==> config.mk <==
export PLATFORM = sky130hd
export DESIGN_NAME = seb_cmd_ctrl
export DESIGN_NICKNAME = d
export VERILOG_FILES = /design/src/sv/seb_pkg.sv /design/src/sv/seb_cmd_ctrl.sv
export VERILOG_INCLUDE_DIRS = /design/src /design/src/sv
export SDC_FILE = /design/constraint.sdc
export NUM_CORES = 1
export LEC_CHECK = 0
export BUFFER_PORTS_ARGS = -buffer_cell sky130_fd_sc_hd__buf_2
export CAP_MARGIN = 0
export CORE_MARGIN = 3
export CORE_UTILIZATION = 34
export CTS_CLUSTER_SIZE = 12
export DETAILED_ROUTE_END_ITERATION = 10
export PLACE_DENSITY = 0.63
export SKIP_CTS_REPAIR_TIMING = 1
export SLEW_MARGIN = 30
export SYNTH_ARGS = -nofsm -noshare
export SYNTH_HDL_FRONTEND = slang
export SYNTH_SLANG_ARGS = --single-unit
==> constraint.sdc <==
create_clock -name clock -period 2.88 [get_ports clock]
set_clock_uncertainty 0.2 [all_clocks]
set_input_delay 0 -clock clock [delete_from_list [all_inputs] [get_ports clock]]
set_output_delay 0 -clock clock [all_outputs]
set_load 0.005 [all_outputs]
==> src/sv/assert_macros.svh <==
// Assertion helpers shared by the backup device RTL
`ifndef ASSERT_MACROS_SVH
`define ASSERT_MACROS_SVH

// Same-cycle implication, muted while reset is high
`define SEB_ASSERT_NOW(label, clk, rst, ante, cons, msg) \
   label: assert property (@(posedge clk) disable iff (rst) (ante) |-> (cons)) \
      else $error(msg);

// Next-cycle implication, muted while reset is high
`define SEB_ASSERT_NEXT(label, clk, rst, ante, cons, msg) \
   label: assert property (@(posedge clk) disable iff (rst) (ante) |=> (cons)) \
      else $error(msg);

`endif

==> src/sv/seb_pkg.sv <==
package seb_pkg;

   // Bus phase, one-hot
   typedef enum logic [9:0] {
      PH_DESEL = 10'b00_0000_0001,
      PH_CMD   = 10'b00_0000_0010,
      PH_IDLE  = 10'b00_0000_0100,
      PH_RDSR  = 10'b00_0000_1000,
      PH_WRSR  = 10'b00_0001_0000,
      PH_ADDR0 = 10'b00_0010_0000,
      PH_ADDR1 = 10'b00_0100_0000,
      PH_ADDR2 = 10'b00_1000_0000,
      PH_READ  = 10'b01_0000_0000,
      PH_WRITE = 10'b10_0000_0000
   } phase_type;

   // Host actions
   localparam logic [1:0] ACT_XFER    = 2'd0;
   localparam logic [1:0] ACT_SELECT  = 2'd1;
   localparam logic [1:0] ACT_RELEASE = 2'd2;

   // Command opcodes
   localparam logic [7:0] CMD_WRSR  = 8'h01;
   localparam logic [7:0] CMD_WRITE = 8'h02;
   localparam logic [7:0] CMD_READ  = 8'h03;
   localparam logic [7:0] CMD_WRDI  = 8'h04;
   localparam logic [7:0] CMD_RDSR  = 8'h05;
   localparam logic [7:0] CMD_WREN  = 8'h06;

   // Size codes
   localparam logic [1:0] SIZE_8K   = 2'd0;
   localparam logic [1:0] SIZE_32K  = 2'd1;
   localparam logic [1:0] SIZE_64K  = 2'd2;
   localparam logic [1:0] SIZE_128K = 2'd3;

   // Protect modes
   localparam logic [1:0] PROT_NONE    = 2'd0;
   localparam logic [1:0] PROT_QUARTER = 2'd1;
   localparam logic [1:0] PROT_HALF    = 2'd2;
   localparam logic [1:0] PROT_ALL     = 2'd3;

   localparam logic [23:0] PROT_QUARTER_BASE = 24'h00_C000;
   localparam logic [23:0] PROT_HALF_BASE    = 24'h00_8000;

   localparam logic [7:0] IDLE_BYTE = 8'hFF;

   // Store access and response produced for one transaction
   typedef struct packed {
      logic        rd;
      logic        wr;
      logic [23:0] index;
      logic [7:0]  wdata;
      logic [7:0]  rsp_byte;
   } mem_req_type;

   function automatic logic [23:0] size_mask(input logic [1:0] code);
      logic [23:0] m;
      case (code)
         SIZE_8K:  m = 24'h00_1FFF;
         SIZE_32K: m = 24'h00_7FFF;
         SIZE_64K: m = 24'h00_FFFF;
         default:  m = 24'h01_FFFF;
      endcase
      return m;
   endfunction

   function automatic logic [23:0] wrap_mask(input logic [1:0] code);
      logic [23:0] m;
      case (code)
         SIZE_8K:  m = 24'h00_001F;
         SIZE_32K: m = 24'h00_7FFF;
         SIZE_64K: m = 24'h00_007F;
         default:  m = 24'h00_00FF;
      endcase
      return m;
   endfunction

endpackage

==> src/sv/seb_cmd_ctrl.sv <==
`include "assert_macros.svh"

module seb_cmd_ctrl (
   input  logic                clock,
   input  logic                reset,
   input  logic                fire,
   input  logic [1:0]          action,
   input  logic [7:0]          data_byte,
   input  logic [1:0]          size_code,
   output seb_pkg::mem_req_type mreq
);

   seb_pkg::phase_type phase_ff, phase_in;
   logic [7:0]  last_cmd_ff, last_cmd_in;
   logic [23:0] addr_ff, addr_in;
   logic        wel_ff, wel_in;
   logic [1:0]  prot_ff, prot_in;
   logic        swd_ff, swd_in;

   logic               blocked;
   logic [23:0]        pmask;
   seb_pkg::phase_type first_addr;

   // Decide whether the current address is write protected
   always_comb begin
      unique case (prot_ff)
         seb_pkg::PROT_NONE:    blocked = 1'b0;
         seb_pkg::PROT_QUARTER: blocked = addr_ff >= seb_pkg::PROT_QUARTER_BASE;
         seb_pkg::PROT_HALF:    blocked = addr_ff >= seb_pkg::PROT_HALF_BASE;
         default:               blocked = 1'b1;
      endcase
   end

   assign pmask      = seb_pkg::wrap_mask(size_code);
   assign first_addr = (size_code == seb_pkg::SIZE_128K) ? seb_pkg::PH_ADDR0
                                                          : seb_pkg::PH_ADDR1;

   // Advance the command state for one accepted transaction
   always_comb begin
      phase_in      = phase_ff;
      last_cmd_in   = last_cmd_ff;
      addr_in       = addr_ff;
      wel_in        = wel_ff;
      prot_in       = prot_ff;
      swd_in        = swd_ff;
      mreq.rd       = 1'b0;
      mreq.wr       = 1'b0;
      mreq.index    = addr_ff & seb_pkg::size_mask(size_code);
      mreq.wdata    = data_byte;
      mreq.rsp_byte = seb_pkg::IDLE_BYTE;

      if (fire) begin
         unique case (action)
            seb_pkg::ACT_XFER: begin
               unique case (phase_ff)
                  seb_pkg::PH_CMD: begin
                     last_cmd_in = data_byte;
                     unique case (data_byte)
                        seb_pkg::CMD_WREN: begin
                           wel_in   = 1'b1;
                           phase_in = seb_pkg::PH_IDLE;
                        end
                        seb_pkg::CMD_WRDI: begin
                           wel_in   = 1'b0;
                           phase_in = seb_pkg::PH_IDLE;
                        end
                        seb_pkg::CMD_RDSR: phase_in = seb_pkg::PH_RDSR;
                        seb_pkg::CMD_WRSR: begin
                           phase_in = wel_ff ? seb_pkg::PH_WRSR : seb_pkg::PH_IDLE;
                        end
                        seb_pkg::CMD_READ: begin
                           addr_in  = '0;
                           phase_in = first_addr;
                        end
                        seb_pkg::CMD_WRITE: begin
                           if (wel_ff) begin
                              addr_in  = '0;
                              phase_in = first_addr;
                           end else begin
                              phase_in = seb_pkg::PH_IDLE;
                           end
                        end
                        default: ;
                     endcase
                  end
                  seb_pkg::PH_RDSR: begin
                     mreq.rsp_byte = {swd_ff, 3'b000, prot_ff, wel_ff, 1'b0};
                  end
                  seb_pkg::PH_WRSR: begin
                     wel_in   = data_byte[1];
                     prot_in  = data_byte[3:2];
                     swd_in   = data_byte[7];
                     phase_in = seb_pkg::PH_IDLE;
                  end
                  seb_pkg::PH_ADDR0: begin
                     addr_in  = {data_byte, 16'h0000};
                     phase_in = seb_pkg::PH_ADDR1;
                  end
                  seb_pkg::PH_ADDR1: begin
                     addr_in  = {addr_ff[23:16], addr_ff[15:8] | data_byte, addr_ff[7:0]};
                     phase_in = seb_pkg::PH_ADDR2;
                  end
                  seb_pkg::PH_ADDR2: begin
                     addr_in  = {addr_ff[23:8], addr_ff[7:0] | data_byte};
                     phase_in = (last_cmd_ff == seb_pkg::CMD_READ) ? seb_pkg::PH_READ
                                                                    : seb_pkg::PH_WRITE;
                  end
                  seb_pkg::PH_READ: begin
                     mreq.rd = 1'b1;
                     addr_in = addr_ff + 24'd1;
                  end
                  seb_pkg::PH_WRITE: begin
                     if (!blocked) begin
                        mreq.wr = 1'b1;
                        addr_in = (addr_ff & ~pmask) | ((addr_ff + 24'd1) & pmask);
                     end
                  end
                  default: ;
               endcase
            end
            seb_pkg::ACT_SELECT: begin
               if (phase_ff == seb_pkg::PH_DESEL) begin
                  phase_in = seb_pkg::PH_CMD;
               end
            end
            seb_pkg::ACT_RELEASE: begin
               // drop the latch after either kind of write
               if (last_cmd_ff == seb_pkg::CMD_WRITE || last_cmd_ff == seb_pkg::CMD_WRSR) begin
                  wel_in = 1'b0;
               end
               phase_in = seb_pkg::PH_DESEL;
            end
            default: ;
         endcase
      end
   end

   // Hold the command state
   always_ff @(posedge clock) begin
      if (reset) begin
         phase_ff    <= seb_pkg::PH_DESEL;
         last_cmd_ff <= '0;
         addr_ff     <= '0;
         wel_ff      <= 1'b0;
         prot_ff     <= seb_pkg::PROT_NONE;
         swd_ff      <= 1'b0;
      end else begin
         phase_ff    <= phase_in;
         last_cmd_ff <= last_cmd_in;
         addr_ff     <= addr_in;
         wel_ff      <= wel_in;
         prot_ff     <= prot_in;
         swd_ff      <= swd_in;
      end
   end

   `SEB_ASSERT_NOW(a_no_write_when_locked, clock, reset, mreq.wr, prot_ff != seb_pkg::PROT_ALL, "store written while fully protected")
   `SEB_ASSERT_NEXT(a_release_deselects, clock, reset, fire && action == seb_pkg::ACT_RELEASE, phase_ff == seb_pkg::PH_DESEL, "release left the device selected")

endmodule

Word level (Yosys, flattened, before mapping):

Cells that the tools add are included.

* output and inout bits: 42
* logic and storage cells: 98
* flip-flop bits (word level): 46

* multiplexer cells: 27
* eq/ne operators: 34
* reductions and logical operators: 17
* magnitude comparators: 2
* $add $sub $neg: 1
* bitwise gates (word level): 9

Operator list (count)
* $pmux 24 s6: 1
* $pmux 10 s5: 2
* $and 24x24->24: 3
* $pmux 17 s3: 1
* $ge 24x16->1 const B: 2
* $mux 24: 2
* $pmux 24 s2: 1
* $pmux 15 s3: 1
* $eq 8x2->1 const B: 4
* $pmux 10 s3: 1
* $add 24x1->24 const B: 1
* $eq 8x3->1 const B: 3
* $mux 8: 3
* $not 24->24: 1
* $or 24x24->24: 1
* $mux 10: 2
* $eq 8x1->1 const B: 2
* $or 8x8->8: 2
* $mux 7: 2
* $reduce_and 7->1: 2
* $eq 10x1->1 const B: 1
* $eq 10x10->1 const B: 1
* $eq 10x2->1 const B: 1
* $eq 10x4->1 const B: 1
* 30 further kinds: 49

Depth between registers and ports, before layout:

* depth after elaboration: 7
* gate-level depth with buffers: 9

Worst setup path before layout:

OpenSTA, ideal clock, no wires.

* path kind: reg-to-reg
* from: register phase_ff[0]
* to: register addr_ff[5]
* cell stages (with the launch flop): 9
* data arrival time: 2.162 ns
* setup slack: 0.385 ns
* cell sequence: dfxtp_1 or4_1 buf_2 or4_1 buf_2 and3_1 buf_4 a31oi_1 a211oi_2

* longest elaborated chain between the ends: 3
* elaborated cells between the ends (all ways): 13
* classes of those cells: eq/ne (9); mux (1); bitwise (1); reduce/logical (2)

Ends and longest elaborated chain
* start, declared: RTL line seb_cmd_ctrl.sv:13 `seb_pkg::phase_type phase_ff, phase_in;`
* start signal, assigned: RTL line seb_cmd_ctrl.sv:141 `phase_ff <= seb_pkg::PH_DESEL;`
* start signal, assigned: RTL line seb_cmd_ctrl.sv:148 `phase_ff <= phase_in;`
* $eq 10x2->1 (tied with other cells): RTL line seb_cmd_ctrl.sv:55 `unique case (phase_ff)`
* $ne 3x2->1 (no line) (tied with other cells)
* $reduce_and 7->1 (no line)
* end signal, assigned: RTL line seb_cmd_ctrl.sv:150 `addr_ff <= addr_in;`
* end, declared: RTL line seb_cmd_ctrl.sv:15 `logic [23:0] addr_ff, addr_in;`

Several ways; a longest one is shown, not always the timed one.
A chain may end at the register's enable or synchronous reset.

Worst setup path in the final report:

* from: register phase_ff[0]
* to: register addr_ff[20]

* longest elaborated chain between the ends: 3
* elaborated cells between the ends (all ways): 14
* classes of those cells: eq/ne (9); mux (1); bitwise (2); reduce/logical (2)

Ends and longest elaborated chain (RTL line)
* $eq 10x2->1 (tied with other cells): seb_cmd_ctrl.sv:55
* $ne 3x2->1 (no line) (tied with other cells)
* $reduce_and 8->1 (no line)

Several ways; a longest one is shown, not always the timed one.

==> metrics <==
Filler Cells Inserted roughly 1100; vias per inst just under 6; Max Slew Vio Count 0; CP cell instances or4_1 > or3_4 > o311a_2 > nor3_4 > a31oi_1 > o22ai_1; GPL Wtd Cong just over 0.9; kind of critical path reg2reg; nets@finish 559; Rel. slew slack 0.6127; Max Cap Viol 0; Setup crit start kind register; Total Routing Usage GR 0.1885; Yosys warning total 0; CTS max path bufs 2; Syn Std Cell Area roughly 3700 um2; post-synthesis xor/xnor area fraction 0.02111; top_reg_cell synth dfxtp_1; CP required 2.91 ns; maximum number of pins on one net before global-route repair 29; CTS Root Cell clkbuf_8; FP Rows 37; P per Cell Area between 300 and 400 nW/um2; Synth Area in Adders 0.02346; area grow syn2layout 12.03%; flops & latches, synth 46; n_diodes 0; Tightest Pin Transition just under 0.6 ns; routed wire length ~12000 um; Yosys cell types 68; sequential-to-total area share from yosys stat 0.2466; CTS Sinks 46; CP max FO 14; layout cell share with drive strength beyond 1 0.1747; TNS Setup 0 ns; compound-cell area share of the yosys netlist 0.2339; DRT iter0 DRCs around 320; slowest CP cell or4_1; port bufs approximately 50; worst skew pair latency just over 0.3 ns; 1st-pass router iterations 6; die footprint ~12000 um2; # setup viols final 0; RSZ-0062 raised after global routing no; delay of the slowest critical-path stage about 0.6 ns; ANT nets after route 0; simple-gate portion of the synthesized area 0.3224; Leak about 1.5 nW; first-pass GRT wire length 19260 um; total CTS buffers 5; status finished, violations left; Pwr Total approximately 1.3 mW; routed len/inst around 18 um; worst path arrival time between 2 and 3 ns; Starting Density 0.3553; Peak VDD IR around 0.19 mV; H-tree depth 2; Final Hold Slack -0.01772 ns; mux contribution to synthesized area 0.03217; Async SR Flop Fraction 0; I/O pins 57; post-DP HPWL just under 9000 um; global route overflow 0; Hold Crit Class in2reg; vias in the first global route ~3700; clock transition at the registers of the reported paths ~0.090 ns; largest family of logic cells by synthesized area simple AND/OR/NAND/NOR gates; via count ~4000; failing checks hold timing; Fmax achieved roughly 370 MHz; Chip Height about 110 um; cells after synthesis just over 500; Post-synth EDFFs 0; antenna violations before repair 0; # DRC 0; CTS tree done; Core ar. 10510 um2; Worst setup EP type register; die width ~110 um; post-layout minimum cycle time approximately 2.7 ns; crit share post-route 0.9449; Hold Fails Final Rpt 3; Syn Area/Cell around 7.4 um2
## where the power goes
part           switching [mW]  total (mW)  internal (mW)
combinational           0.101       0.157         0.0566
clock                   0.236       0.492          0.256
sequential            0.00497       0.644          0.639
## sequential cells by signal, indices dropped and copies added, names as in the netlist
| signal | count |
|---|---|
| addr_ff | 24 |
| last_cmd_ff | 8 |
| phase_ff | 10 |
| prot_ff | 2 |
| swd_ff | 1 |
| wel_ff | 1 |
## per-layer routing
| layer | global-route usage | share of wire | up-vias |
|---|---|---|---|
| met1 | 0.2580 | 0.44 | 1902 |
| met3 | 0.03657 | 0.089 | 25 |
| met5 | 0 | 0 | - |
| li1 | - | - | 1900 |
| met4 | 0.06158 | 0.022 | 0 |
| met2 | 0.2969 | 0.45 | 194 |
## synth_stat cells (11+ instances only)
master | n | share of area
clkbuf_1 | 21 | 0.021
o21ai_0 | 15 | 0.020
mux2i_1 | 12 | 0.032
buf_4 | 32 | 0.064
and3_1 | 11 | 0.018
a21oi_1 | 32 | 0.043
dfxtp_1 | 46 | 0.25
nor2_1 | 41 | 0.041
nand2b_1 | 12 | 0.020
nor3_1 | 17 | 0.023
nand3_1 | 35 | 0.047
nor4_1 | 15 | 0.025
a31oi_1 | 12 | 0.020
nand2_1 | 34 | 0.034
nand4_1 | 13 | 0.022
inv_1 | 18 | 0.018
## critical path: cells and delay by family, from the launching register on
kind | cells | cell delay (ns)
simple gates | 3 | 1.50
compound gates | 3 | 0.57
flops | 1 | 0.36
## kinds of logic (layout without fill, tap and decap cells)
| kind of cell | count (synthesis) | after routing |
|---|---|---|
| simple gates | 219 | 219 |
| compound gates | 129 | 129 |
| buf+inv | 83 | 109 |
| flops | 46 | 46 |
| mux | 12 | 12 |
| xor+xnor | 9 | 9 |
| fa+ha+maj | 7 | 7 |
| other cells | 1 | 7 |
## cell type report
type,instances,area (um2),area share
clock buffer,5,68.82,0.01645
timing repair buffer,83,525.5,0.1256
multi-input combinational,383,2390,0.5713
clock inverter,3,40.04,0.009572
inverter,18,67.56,0.01615
sequential,46,920.9,0.2202
tap,136,170.2,0.04068
## per-stage QoR
step | instance area [um2] | cells | util | setup WS [ns]
final | 4183 | 674 | 0.3980 | 0.1588
after global routing | 4183 | 674 | 0.3980 | 0.04270
after CTS | 4083 | 664 | 0.3885 | 0.1625
after detailed placement | 3974 | 656 | 0.3781 | 0.1969
after global placement | 3974 | 656 | 0.3781 | 0.2344
after floorplan | 3756 | 512 | - | 0.3851
## path summary, 6_finish.rpt
kind	to	cells after the start	slack, ns	startpoint
setup / recovery	addr_ff[20]	6	0.16	phase_ff[0]
setup reg to reg	addr_ff[20]	6	0.16	phase_ff[0]
hold reg to reg	last_cmd_ff[7]	2	0.26	last_cmd_ff[7]
hold / removal	wel_ff	5	-0.02	fire
## cells in the final DEF (no fill, tap or decap), types with 3 or more instances in the layout
master and count:
a211oi_1 10, a211o_1 4, nor2b_1 5, dfxtp_1 46, clkbuf_8 5, and4b_1 4
nand4_1 13, nor4_1 15, o211ai_1 5, o21a_1 4, o21ai_1 8, dlygate4sd3_1 10
a21oi_1 32, and3_1 11, o31ai_1 7, nor4_2 3, nand2_1 34, o21ai_0 15
ha_1 7, xor2_1 3, or4_1 4, nor2_1 41, xnor2_1 6, and2_1 4
nand4b_1 3, conb_1 7, buf_2 49, buf_4 24, nor3_1 17, inv_1 18
o22ai_1 5, nand3_1 35, mux2i_1 12, nand2b_1 12, and4_1 3, or3_1 5
a31oi_1 12
Power figures use the tool's default switching activity.
